## src/hw/rtl/pkcomp_pkg.sv

```systemverilog
`timescale 1ns / 1ps
// ----------------------------------------------------------------------------
// pkcomp_pkg: shared types and constants of the peak compressor
// Register indexes, reset values and the command/status words that pass
// between the controller and the datapath.
// ----------------------------------------------------------------------------
package pkcomp_pkg;

	// register map
	localparam logic [2:0] REG_ENABLE    = 3'd0;
	localparam logic [2:0] REG_RELEASE   = 3'd1;
	localparam logic [2:0] REG_ATTACK    = 3'd2;
	localparam logic [2:0] REG_KNEE      = 3'd3;
	localparam logic [2:0] REG_THRESHOLD = 3'd4;
	localparam logic [2:0] REG_RATIO     = 3'd5;
	localparam logic [2:0] REG_MAKEUP    = 3'd6;
	localparam int         REG_IDX_BITS  = 3;

	// makeup gain is Q4.20, fixed width
	localparam int MAKEUP_BITS = 24;
	localparam int MAKEUP_FRAC = 20;

	localparam int THR_RESET    = 8388608;
	localparam int RATIO_RESET  = 1677722;
	localparam int MAKEUP_RESET = 1048576;

	// multiplier operand pairs
	typedef logic [3:0] mul_sel_t;
	localparam mul_sel_t M_NONE  = 4'd0;
	localparam mul_sel_t M_REL_X = 4'd1; // (1-kr) * |x|
	localparam mul_sel_t M_REL_Y = 4'd2; // kr * peak
	localparam mul_sel_t M_ATT_X = 4'd3; // (1-ka) * release env
	localparam mul_sel_t M_ATT_Y = 4'd4; // ka * attack env
	localparam mul_sel_t M_RAT   = 4'd5; // ratio * (env - thr)
	localparam mul_sel_t M_KNE_X = 4'd6; // (1-kk) * target
	localparam mul_sel_t M_KNE_Y = 4'd7; // kk * gain
	localparam mul_sel_t M_MAG   = 4'd8; // gain * |x|
	localparam mul_sel_t M_MAK   = 4'd9; // makeup * t

	// accumulator operations
	typedef logic [2:0] acc_op_t;
	localparam acc_op_t ACC_NONE = 3'd0;
	localparam acc_op_t ACC_HALF = 3'd1; // half lsb + product
	localparam acc_op_t ACC_ADD  = 3'd2; // acc + product
	localparam acc_op_t ACC_THR  = 3'd3; // thr << coef bits + product
	localparam acc_op_t ACC_MAKE = 3'd4; // makeup half lsb + product

	// state register writes from the accumulator
	typedef logic [2:0] wr_sel_t;
	localparam wr_sel_t WR_NONE = 3'd0;
	localparam wr_sel_t WR_REL  = 3'd1;
	localparam wr_sel_t WR_ATT  = 3'd2;
	localparam wr_sel_t WR_GAIN = 3'd3;
	localparam wr_sel_t WR_T    = 3'd4;

	typedef struct packed {
		logic     cap;
		logic     mul_en;
		mul_sel_t mul_sel;
		acc_op_t  acc_op;
		wr_sel_t  wr_sel;
		logic     div_start;
		logic     div_step;
		logic     tgt_one;
		logic     tgt_quo;
		logic     out_load;
	} pkcomp_cmd_t;

	typedef struct packed {
		logic en;
		logic att_low;
	} pkcomp_sts_t;

endpackage

```

## src/hw/rtl/peak_compressor_top.sv

```systemverilog
`timescale 1ns / 1ps
// Sequence: an accepted word walks the release, attack, ratio, divider, knee and output states
//   above threshold, skips ratio and divider at or below it, and goes straight to S_FIN when disabled.
// One word is in flight at a time; the bit-serial divider (one quotient bit per cycle) and the
//   single shared multiplier bound how often words are taken.
// Reset: arst_n clears control, envelopes and gain at once and loads register defaults;
//   no clearing pass, words are accepted as soon as reset is released.
// ----------------------------------------------------------------------------
// peak_compressor_top: feedforward peak compressor
// Release peak follower, attack smoother, knee-smoothed gain with a divider,
// then makeup and saturation. A held result does not keep the next word from starting.
// ----------------------------------------------------------------------------
module peak_compressor_top import pkcomp_pkg::*; #(
	parameter int SAMPLE_BITS = 24,
	parameter int COEF_BITS   = 24,
	localparam int KW = COEF_BITS + 1,
	localparam int DW = (KW > SAMPLE_BITS)
		? ((KW > MAKEUP_BITS) ? KW : MAKEUP_BITS)
		: ((SAMPLE_BITS > MAKEUP_BITS) ? SAMPLE_BITS : MAKEUP_BITS)
) (
	input  logic                          clk,
	input  logic                          arst_n,
	// config write port, no read-back
	input  logic                          wr_en,
	input  logic [REG_IDX_BITS-1:0]       wr_index,
	input  logic [DW-1:0]                 wr_data,
	// sample input
	input  logic                          in_valid,
	output logic                          in_stall,
	input  logic signed [SAMPLE_BITS-1:0] sample_in,
	// compressed output
	output logic                          out_valid,
	input  logic                          out_stall,
	output logic signed [SAMPLE_BITS-1:0] sample_out
);

	pkcomp_cmd_t cmd;
	pkcomp_sts_t sts;

	// sequencer: one word in flight, the output register decouples the
	// downstream stall so the next word can start while a result waits
	pkcomp_ctrl #(
		.COEF_BITS (COEF_BITS)
	) u_ctrl (
		.clk       (clk),
		.arst_n    (arst_n),
		.in_valid  (in_valid),
		.in_stall  (in_stall),
		.out_valid (out_valid),
		.out_stall (out_stall),
		.sts       (sts),
		.cmd       (cmd)
	);

	// arithmetic: shared multiplier, accumulator, divider and state
	pkcomp_dpath #(
		.SAMPLE_BITS (SAMPLE_BITS),
		.COEF_BITS   (COEF_BITS)
	) u_dpath (
		.clk        (clk),
		.arst_n     (arst_n),
		.wr_en      (wr_en),
		.wr_index   (wr_index),
		.wr_data    (wr_data),
		.sample_in  (sample_in),
		.sample_out (sample_out),
		.cmd        (cmd),
		.sts        (sts)
	);

endmodule

```

## src/hw/rtl/pkcomp_ctrl.sv

```systemverilog
`timescale 1ns / 1ps
// ----------------------------------------------------------------------------
// pkcomp_ctrl: sequencer of the peak compressor
// Walks one word through the shared multiplier, accumulator and divider,
// and owns both handshakes.
// ----------------------------------------------------------------------------
module pkcomp_ctrl import pkcomp_pkg::*; #(
	parameter int COEF_BITS = 24
) (
	input  logic        clk,
	input  logic        arst_n,
	input  logic        in_valid,
	output logic        in_stall,
	output logic        out_valid,
	input  logic        out_stall,
	input  pkcomp_sts_t sts,
	output pkcomp_cmd_t cmd
);

	localparam int CW = $clog2(COEF_BITS + 1);
	localparam logic [CW-1:0] DIV_LAST = CW'(COEF_BITS);

	localparam logic [4:0] S_IDLE     = 5'd0;
	localparam logic [4:0] S_REL_MX   = 5'd1;
	localparam logic [4:0] S_REL_MY   = 5'd2;
	localparam logic [4:0] S_REL_AY   = 5'd3;
	localparam logic [4:0] S_REL_WR   = 5'd4;
	localparam logic [4:0] S_ATT_MX   = 5'd5;
	localparam logic [4:0] S_ATT_MY   = 5'd6;
	localparam logic [4:0] S_ATT_AY   = 5'd7;
	localparam logic [4:0] S_ATT_WR   = 5'd8;
	localparam logic [4:0] S_GCHK     = 5'd9;
	localparam logic [4:0] S_GACC     = 5'd10;
	localparam logic [4:0] S_DIV_INIT = 5'd11;
	localparam logic [4:0] S_DIV      = 5'd12;
	localparam logic [4:0] S_DIV_END  = 5'd13;
	localparam logic [4:0] S_KNE_MX   = 5'd14;
	localparam logic [4:0] S_KNE_MY   = 5'd15;
	localparam logic [4:0] S_KNE_AY   = 5'd16;
	localparam logic [4:0] S_KNE_WR   = 5'd17;
	localparam logic [4:0] S_OUT_M1   = 5'd18;
	localparam logic [4:0] S_OUT_A1   = 5'd19;
	localparam logic [4:0] S_OUT_W1   = 5'd20;
	localparam logic [4:0] S_OUT_M2   = 5'd21;
	localparam logic [4:0] S_OUT_A2   = 5'd22;
	localparam logic [4:0] S_FIN      = 5'd23;

	logic [4:0]    state_q, state_d;
	logic [CW-1:0] cnt_q;
	logic          out_valid_q;
	logic          out_free;

	assign out_free  = !out_valid_q || !out_stall;
	assign in_stall  = (state_q != S_IDLE);
	assign out_valid = out_valid_q;

	always_comb begin
		cmd     = '0;
		state_d = state_q;
		unique case (state_q)
			S_IDLE: begin
				if (in_valid) begin
					cmd.cap = 1'b1;
					state_d = sts.en ? S_REL_MX : S_FIN;
				end
			end
			S_REL_MX: begin
				cmd.mul_en  = 1'b1;
				cmd.mul_sel = M_REL_X;
				state_d     = S_REL_MY;
			end
			S_REL_MY: begin
				cmd.mul_en  = 1'b1;
				cmd.mul_sel = M_REL_Y;
				cmd.acc_op  = ACC_HALF;
				state_d     = S_REL_AY;
			end
			S_REL_AY: begin
				cmd.acc_op = ACC_ADD;
				state_d    = S_REL_WR;
			end
			S_REL_WR: begin
				cmd.wr_sel = WR_REL;
				state_d    = S_ATT_MX;
			end
			S_ATT_MX: begin
				cmd.mul_en  = 1'b1;
				cmd.mul_sel = M_ATT_X;
				state_d     = S_ATT_MY;
			end
			S_ATT_MY: begin
				cmd.mul_en  = 1'b1;
				cmd.mul_sel = M_ATT_Y;
				cmd.acc_op  = ACC_HALF;
				state_d     = S_ATT_AY;
			end
			S_ATT_AY: begin
				cmd.acc_op = ACC_ADD;
				state_d    = S_ATT_WR;
			end
			S_ATT_WR: begin
				cmd.wr_sel = WR_ATT;
				state_d    = S_GCHK;
			end
			S_GCHK: begin
				if (sts.att_low) begin
					cmd.tgt_one = 1'b1;
					state_d     = S_KNE_MX;
				end else begin
					cmd.mul_en  = 1'b1;
					cmd.mul_sel = M_RAT;
					state_d     = S_GACC;
				end
			end
			S_GACC: begin
				cmd.acc_op = ACC_THR;
				state_d    = S_DIV_INIT;
			end
			S_DIV_INIT: begin
				cmd.div_start = 1'b1;
				state_d       = S_DIV;
			end
			S_DIV: begin
				cmd.div_step = 1'b1;
				if (cnt_q == DIV_LAST) begin
					state_d = S_DIV_END;
				end
			end
			S_DIV_END: begin
				cmd.tgt_quo = 1'b1;
				state_d     = S_KNE_MX;
			end
			S_KNE_MX: begin
				cmd.mul_en  = 1'b1;
				cmd.mul_sel = M_KNE_X;
				state_d     = S_KNE_MY;
			end
			S_KNE_MY: begin
				cmd.mul_en  = 1'b1;
				cmd.mul_sel = M_KNE_Y;
				cmd.acc_op  = ACC_HALF;
				state_d     = S_KNE_AY;
			end
			S_KNE_AY: begin
				cmd.acc_op = ACC_ADD;
				state_d    = S_KNE_WR;
			end
			S_KNE_WR: begin
				cmd.wr_sel = WR_GAIN;
				state_d    = S_OUT_M1;
			end
			S_OUT_M1: begin
				cmd.mul_en  = 1'b1;
				cmd.mul_sel = M_MAG;
				state_d     = S_OUT_A1;
			end
			S_OUT_A1: begin
				cmd.acc_op = ACC_HALF;
				state_d    = S_OUT_W1;
			end
			S_OUT_W1: begin
				cmd.wr_sel = WR_T;
				state_d    = S_OUT_M2;
			end
			S_OUT_M2: begin
				cmd.mul_en  = 1'b1;
				cmd.mul_sel = M_MAK;
				state_d     = S_OUT_A2;
			end
			S_OUT_A2: begin
				cmd.acc_op = ACC_MAKE;
				state_d    = S_FIN;
			end
			S_FIN: begin
				if (out_free) begin
					cmd.out_load = 1'b1;
					state_d      = S_IDLE;
				end
			end
			default: begin
				state_d = S_IDLE;
			end
		endcase
	end

	always_ff @(posedge clk or negedge arst_n) begin
		if (!arst_n) begin
			state_q     <= S_IDLE;
			cnt_q       <= '0;
			out_valid_q <= 1'b0;
		end else begin
			state_q <= state_d;
			if (cmd.div_start) begin
				cnt_q <= '0;
			end else if (cmd.div_step) begin
				cnt_q <= cnt_q + 1'b1;
			end
			if (cmd.out_load) begin
				out_valid_q <= 1'b1;
			end else if (!out_stall) begin
				out_valid_q <= 1'b0;
			end
		end
	end

endmodule

```

## src/hw/rtl/pkcomp_dpath.sv

```systemverilog
`timescale 1ns / 1ps
// ----------------------------------------------------------------------------
// pkcomp_dpath: datapath of the peak compressor
// Config registers, envelope and gain state, one shared multiplier with a
// registered product, an accumulator, a bit-serial divider and the output
// register.
// ----------------------------------------------------------------------------
module pkcomp_dpath import pkcomp_pkg::*; #(
	parameter int SAMPLE_BITS = 24,
	parameter int COEF_BITS   = 24,
	localparam int KW = COEF_BITS + 1,
	localparam int DW = (KW > SAMPLE_BITS)
		? ((KW > MAKEUP_BITS) ? KW : MAKEUP_BITS)
		: ((SAMPLE_BITS > MAKEUP_BITS) ? SAMPLE_BITS : MAKEUP_BITS)
) (
	input  logic                          clk,
	input  logic                          arst_n,
	input  logic                          wr_en,
	input  logic [REG_IDX_BITS-1:0]       wr_index,
	input  logic [DW-1:0]                 wr_data,
	input  logic signed [SAMPLE_BITS-1:0] sample_in,
	output logic signed [SAMPLE_BITS-1:0] sample_out,
	input  pkcomp_cmd_t                   cmd,
	output pkcomp_sts_t                   sts
);

	localparam int S    = SAMPLE_BITS;
	localparam int C    = COEF_BITS;
	localparam int OPW  = DW;
	localparam int PW   = 2 * OPW;
	localparam int ACCW = PW + 2;
	localparam int YW   = S + 4;

	localparam logic [KW-1:0]   ONE       = {1'b1, {C{1'b0}}};
	localparam logic [KW-1:0]   RATIO_RST = (C > 20) ? KW'(RATIO_RESET) : ONE;
	localparam logic [ACCW-1:0] HALF_ACC  = {{(ACCW-1){1'b0}}, 1'b1} << (C - 1);
	localparam logic [ACCW-1:0] MK_HALF   = {{(ACCW-1){1'b0}}, 1'b1} << (MAKEUP_FRAC - 1);
	localparam logic [YW-1:0]   HALF_RNG  = {{(YW-1){1'b0}}, 1'b1} << (S - 1);

	// configuration
	logic                   en_q;
	logic [KW-1:0]          rel_c_q, att_c_q, knee_c_q, ratio_q;
	logic [S-1:0]           thr_q;
	logic [MAKEUP_BITS-1:0] mk_q;

	// per-word and filter state
	logic signed [S-1:0] raw_q;
	logic [S-1:0]        mag_q;
	logic                neg_q;
	logic                byp_q;
	logic [S-1:0]        rel_q, att_q, t_q;
	logic [KW-1:0]       gain_q, tgt_q;

	logic [OPW-1:0]  opa, opb;
	logic [PW-1:0]   prod_q;
	logic [ACCW-1:0] acc_q;
	logic [S-1:0]    rem_q;
	logic [KW-1:0]   quo_q;
	logic signed [S-1:0] out_q;

	logic [KW-1:0] kr, ka, kk, rg;
	logic [S-1:0]  peak, uin, mag_in;
	logic [S:0]    r2;
	logic          ge;
	logic [YW-1:0] y, lim, ysat;
	logic [S-1:0]  res;

	// coefficients above one act as one
	assign kr = (rel_c_q  > ONE) ? ONE : rel_c_q;
	assign ka = (att_c_q  > ONE) ? ONE : att_c_q;
	assign kk = (knee_c_q > ONE) ? ONE : knee_c_q;
	assign rg = (ratio_q  > ONE) ? ONE : ratio_q;

	assign peak   = (mag_q > rel_q) ? mag_q : rel_q;
	assign uin    = sample_in;
	assign mag_in = sample_in[S-1] ? ((~uin) + {{(S-1){1'b0}}, 1'b1}) : uin;

	assign sts.en      = en_q;
	assign sts.att_low = (att_q == '0) || (att_q <= thr_q);

	always_comb begin
		opa = '0;
		opb = '0;
		unique case (cmd.mul_sel)
			M_REL_X: begin
				opa = OPW'(ONE - kr);
				opb = OPW'(mag_q);
			end
			M_REL_Y: begin
				opa = OPW'(kr);
				opb = OPW'(peak);
			end
			M_ATT_X: begin
				opa = OPW'(ONE - ka);
				opb = OPW'(rel_q);
			end
			M_ATT_Y: begin
				opa = OPW'(ka);
				opb = OPW'(att_q);
			end
			M_RAT: begin
				opa = OPW'(rg);
				opb = OPW'(att_q - thr_q);
			end
			M_KNE_X: begin
				opa = OPW'(ONE - kk);
				opb = OPW'(tgt_q);
			end
			M_KNE_Y: begin
				opa = OPW'(kk);
				opb = OPW'(gain_q);
			end
			M_MAG: begin
				opa = OPW'(gain_q);
				opb = OPW'(mag_q);
			end
			M_MAK: begin
				opa = OPW'(mk_q);
				opb = OPW'(t_q);
			end
			default: begin
				opa = '0;
				opb = '0;
			end
		endcase
	end

	// restoring divider step; remainder always stays below the divisor
	assign r2 = {rem_q, quo_q[KW-1]};
	assign ge = (r2 >= {1'b0, att_q});

	// output scaling and saturation on the magnitude
	assign y    = acc_q[MAKEUP_FRAC +: YW];
	assign lim  = neg_q ? HALF_RNG : (HALF_RNG - 1'b1);
	assign ysat = (y > lim) ? lim : y;
	assign res  = neg_q ? ((~ysat[S-1:0]) + {{(S-1){1'b0}}, 1'b1}) : ysat[S-1:0];

	assign sample_out = out_q;

	always_ff @(posedge clk or negedge arst_n) begin
		if (!arst_n) begin
			en_q     <= 1'b1;
			rel_c_q  <= '0;
			att_c_q  <= '0;
			knee_c_q <= '0;
			thr_q    <= S'(THR_RESET);
			ratio_q  <= RATIO_RST;
			mk_q     <= MAKEUP_BITS'(MAKEUP_RESET);
			rel_q    <= '0;
			att_q    <= '0;
			gain_q   <= '0;
		end else begin
			if (wr_en) begin
				unique case (wr_index)
					REG_ENABLE:    en_q     <= wr_data[0];
					REG_RELEASE:   rel_c_q  <= wr_data[KW-1:0];
					REG_ATTACK:    att_c_q  <= wr_data[KW-1:0];
					REG_KNEE:      knee_c_q <= wr_data[KW-1:0];
					REG_THRESHOLD: thr_q    <= wr_data[S-1:0];
					REG_RATIO:     ratio_q  <= wr_data[KW-1:0];
					REG_MAKEUP:    mk_q     <= wr_data[MAKEUP_BITS-1:0];
					default: ;
				endcase
			end
			unique case (cmd.wr_sel)
				WR_REL:  rel_q  <= acc_q[C +: S];
				WR_ATT:  att_q  <= acc_q[C +: S];
				WR_GAIN: gain_q <= acc_q[C +: KW];
				default: ;
			endcase
		end
	end

	always_ff @(posedge clk) begin
		if (cmd.cap) begin
			raw_q <= sample_in;
			mag_q <= mag_in;
			neg_q <= sample_in[S-1];
			byp_q <= !en_q;
		end
		if (cmd.mul_en) begin
			prod_q <= opa * opb;
		end
		unique case (cmd.acc_op)
			ACC_HALF: acc_q <= HALF_ACC + ACCW'(prod_q);
			ACC_ADD:  acc_q <= acc_q + ACCW'(prod_q);
			ACC_THR:  acc_q <= (ACCW'(thr_q) << C) + ACCW'(prod_q);
			ACC_MAKE: acc_q <= MK_HALF + ACCW'(prod_q);
			default: ;
		endcase
		if (cmd.wr_sel == WR_T) begin
			t_q <= acc_q[C +: S];
		end
		if (cmd.div_start) begin
			rem_q <= acc_q[KW +: S];
			quo_q <= acc_q[KW-1:0];
		end else if (cmd.div_step) begin
			rem_q <= ge ? S'(r2 - {1'b0, att_q}) : r2[S-1:0];
			quo_q <= {quo_q[KW-2:0], ge};
		end
		if (cmd.tgt_one) begin
			tgt_q <= ONE;
		end else if (cmd.tgt_quo) begin
			tgt_q <= quo_q;
		end
		if (cmd.out_load) begin
			out_q <= byp_q ? raw_q : $signed(res);
		end
	end

endmodule

```

## config.mk

```make
export PLATFORM = sky130hd
export DESIGN_NAME = peak_compressor_top
export DESIGN_NICKNAME = d
export VERILOG_FILES = /design/src/hw/rtl/pkcomp_pkg.sv /design/src/hw/rtl/peak_compressor_top.sv /design/src/hw/rtl/pkcomp_ctrl.sv /design/src/hw/rtl/pkcomp_dpath.sv
export SDC_FILE = /design/constraint.sdc
export NUM_CORES = 2
export LEC_CHECK = 0
export BUFFER_PORTS_ARGS = -buffer_cell sky130_fd_sc_hd__buf_2
export CELL_PAD_IN_SITES_DETAIL_PLACEMENT = 1
export CELL_PAD_IN_SITES_GLOBAL_PLACEMENT = 2
export CORE_MARGIN = 5
export CORE_UTILIZATION = 42
export DETAILED_ROUTE_END_ITERATION = 10
export PLACE_DENSITY_LB_ADDON = 0.1
export SETUP_SLACK_MARGIN = 0.5
export SLEW_MARGIN = 25
export SYNTH_ARGS = -nofsm -noshare
export SYNTH_HDL_FRONTEND = slang
export SYNTH_SLANG_ARGS = --single-unit
```

## constraint.sdc

```tcl
create_clock -name clk -period 11 [get_ports clk]
set_input_delay 2.2 -clock clk [delete_from_list [all_inputs] [get_ports clk]]
set_output_delay 2.2 -clock clk [all_outputs]
set_load 0.05 [all_outputs]
```

==> summary.txt <==
Global routing
  • Largest net degree at the start of global routing: 75
  • Global-route wire length before repair: 311 mm
  • Initial antenna violation count: 12
  • GR Overflow Total: 0
  • Tot GR Track Use: 0.329
  • Vias in the first global route: 45700

STA
  • Final Hold Vio Count: 0
  • F_max: 0.0975 GHz
  • RSZ-0062 raised after global routing: yes
  • Max_slew headroom: 0.311
  • Period utilisation layout: 0.933
  • Crit path time final: 10260 ps
  • Clock Skews: 33.4 ps
  • Fin. max-slew vios: 0
  • Worst-margin pin slew: 1030 ps
  • Setup TNS: 0 ps
  • Setup Viol. Count Final: 0

Cells and area
  • Layout cells sized above 1: 0.166
  • Fin nets: 6714
  • Multi-input logic area: 0.0343 sq mm
  • Fillcell total: 13800
  • Layout area overhead: 15.3%
  • Final instance area: 0.0588 sq mm
  • Reg area: 0.0136 sq mm

Worst setup path
  • Critical path fanouts, max: 6
  • Critical Path AT: 10610 ps
  • CP Launch Type: register
  • Worst Setup Path Type: reg -> reg
  • Cell mode on critical path: fa_1
  • Slowest stage delay, CP: 590 ps
  • Worst endpoint required time: 11350 ps
  • Slowest cell on the critical path: fa_1
  • Critical Path Sink Type: register

Clocking
  • Cts bufs inserted: 66
  • CTS Buffer Depth: 3
  • Clock Latency Late Sink: 640 ps
  • H-tree Lvls: 3
  • CTS tree: built
  • Root Driver: clkbuf_16
  • Post-CTS Hold Buffers: 0
  • Sinks on Clock Net: 501
  • Reg clk slew, reported paths: 60 ps

Floorplanning
  • Die ar.: 0.129 sq mm
  • Die width: 359 um
  • Initial Utilization: 0.421
  • Std cell rows: 128
  • Io pins: 83
  • Core area: 0.121 sq mm
  • Die Ht: 359 um

Synth
  • Yosys top cell by area: fa_1
  • Most common cell in the netlist: nand2_1
  • Post-synth top area share: 0.207
  • Synth top area cells: fa_1, edfxtp_1, dfrtp_1, ha_1, nand2_1
  • Synth Register Bits: 501
  • Cells after synthesis: 5489
  • Mean Syn Cell Area: 9.30 sq um
  • Register area share after synthesis: 0.267
  • Post-synth EDFFs: 243
  • Ys async rst share: 0.465
  • Synth Flop Type: edfxtp_1
  • Mapped Nets: 6430
  • Syn. warnings: 0
  • Distinct cells, synth: 96
  • Synthesized cell area: 0.0511 sq mm
  • Synth top cells by count: nand2_1, inv_1, fa_1

Job
  • Max-cap violations: 0

Route
  • Post-DR wirelength/cell: 28.6 um
  • DRC: 0
  • Vias/cell: 5.86
  • Via Count: 43700
  • DRT Pass-1 Iters: 10
  • DRT antenna net count: 0
  • DR iter-0 viols: 3874
  • WL final: 213 mm

Place
  • HPWL Detailed: 169 mm
  • Global placement routability congestion: 0.967
  • Area of placed instances: 0.0557 sq mm
  • PortBufs: 82

Hold path
  • Hold Crit Class: reg -> reg

Run status
  • Status: finished clean
-- critical path, delay by kind of cell (launching register included) --
family | cells | cell delay [ps]
adders and majority gates | 10 | 4430
and+or+nand+nor | 2 | 290
buffers and inverters | 7 | 810
AOI/OAI and AO/OA | 18 | 3640
xor gates and xnor gates | 1 | 120
muxes | 1 | 230
DFF | 1 | 450
-- cell families (layout without fill, tap and decap cells) --
| kind of cell | after synthesis | in the layout | synth area share |
|---|---|---|---|
| xor+xnor | 207 | 207 | 0.0355 |
| mux | 220 | 220 | 0.0480 |
| fa+ha+maj | 884 | 884 | 0.294 |
| compound gates | 1045 | 1046 | 0.135 |
| simple gates | 1636 | 1636 | 0.145 |
| buf+inv | 996 | 1332 | 0.0747 |
| other cells | 0 | 3 | 0 |
| flops | 501 | 501 | 0.267 |
-- flip-flops by register name (all words and copies together), names as in the netlist, 5 cells and up --
| register | count |
|---|---|
| u_dpath.acc_q | 49 |
| u_dpath.prod_q | 49 |
| u_dpath.att_c_q | 25 |
| u_dpath.gain_q | 25 |
| u_dpath.knee_c_q | 25 |
| u_dpath.quo_q | 25 |
| u_dpath.ratio_q | 25 |
| u_dpath.rel_c_q | 25 |
| u_dpath.tgt_q | 25 |
| u_dpath.att_q | 24 |
| u_dpath.mag_q | 24 |
| u_dpath.mk_q | 24 |
| u_dpath.rel_q | 24 |
| u_dpath.rem_q | 24 |
| u_dpath.sample_out | 24 |
| u_dpath.t_q | 24 |
| u_dpath.thr_q | 24 |
| u_dpath.raw_q | 22 |
| u_ctrl.cnt_q | 5 |
| u_ctrl.state_q | 5 |
-- cell usage in the layout (no fill, tap or decap), types with 34 or more instances in the layout --
master     netlist  layout
nand2_1        811     804
inv_1          760     760
fa_1           529     525
ha_1           355     350
nor2_1         339     333
buf_4            6     324
a21oi_1        276     263
edfxtp_1       243     243
o21ai_0        234     220
dfrtp_1        219     217
mux2_2         200     200
xnor2_1        137     135
a21o_1          83      82
and2_1          84      82
buf_2           13      82
clkbuf_16        0      68
xor2_1          70      67
a22oi_1         63      63
nand3_1         60      56
nor3_1          51      43
nor4_1          47      42
nand4_1         38      38
o21a_1          38      36
nor2b_1         37      36
a222oi_1        34      34
-- through the flow --
stage | std cells | utilization | setup slack [ps] | hold slack (ps)
after CTS | 7423 | 0.480 | 480 | 483
after detailed placement | 7295 | 0.459 | 55.1 | 475
after floorplan | 5489 | - | 943 | 437
after global placement | 7294 | 0.459 | 135 | 454
final | 7454 | 0.485 | 739 | 482
after global routing | 7451 | 0.485 | 385 | 495
-- path summary, 6_finish.rpt --
check                                                from                         endpoint  slack [ps]  cells after the start
min                        u_dpath.tgt_q[21]$_SDFFE_PP0P_   u_dpath.tgt_q[21]$_SDFFE_PP0P_         480                      2
min reg2reg                u_dpath.tgt_q[21]$_SDFFE_PP0P_   u_dpath.tgt_q[21]$_SDFFE_PP0P_         480                      2
min in group asynchronous                          arst_n     u_ctrl.out_valid$_DFFE_PN0P_        1510                      1
max                          u_dpath.att_q[0]$_DFFE_PN0N_     u_dpath.prod_q[45]$_DFFE_PP_         740                     39
max reg2reg                  u_dpath.att_q[0]$_DFFE_PN0N_     u_dpath.prod_q[45]$_DFFE_PP_         740                     39
max in group asynchronous                          arst_n  u_dpath.ratio_q[17]$_DFFE_PN0P_        7460                      3
-- layer usage --
layer  global-route usage  vias to the layer above  part of all wire
met1                0.447                    22700              0.43
li1                     -                    19100                 -
met2                0.540                     1481              0.47
met5                    0                        -          0.000061
met4                0.118                        2             0.042
met3               0.0464                      359             0.064
-- what timing repair did --
item	CTS	global route
pin swaps	8	52
cloned	0	2
buffers inserted	7	26
resized for setup	31	93
endpoints found under the setup margin	13	22
-- final cells by class --
cell class / instances / area share
Timing Repair Buffer: 449 / 0.0616
Inverter: 762 / 0.0486
Clock inverter: 38 / 0.00868
Clock buffer: 83 / 0.0309
Tap cell: 1625 / 0.0346
Antenna cell: 3 / 0.000128
Multi-Input combinational cell: 3993 / 0.584
Sequential cell: 501 / 0.232
Power is not shown: default switching activity piles up to over one toggle a cycle in this logic, so the estimate is an artifact.
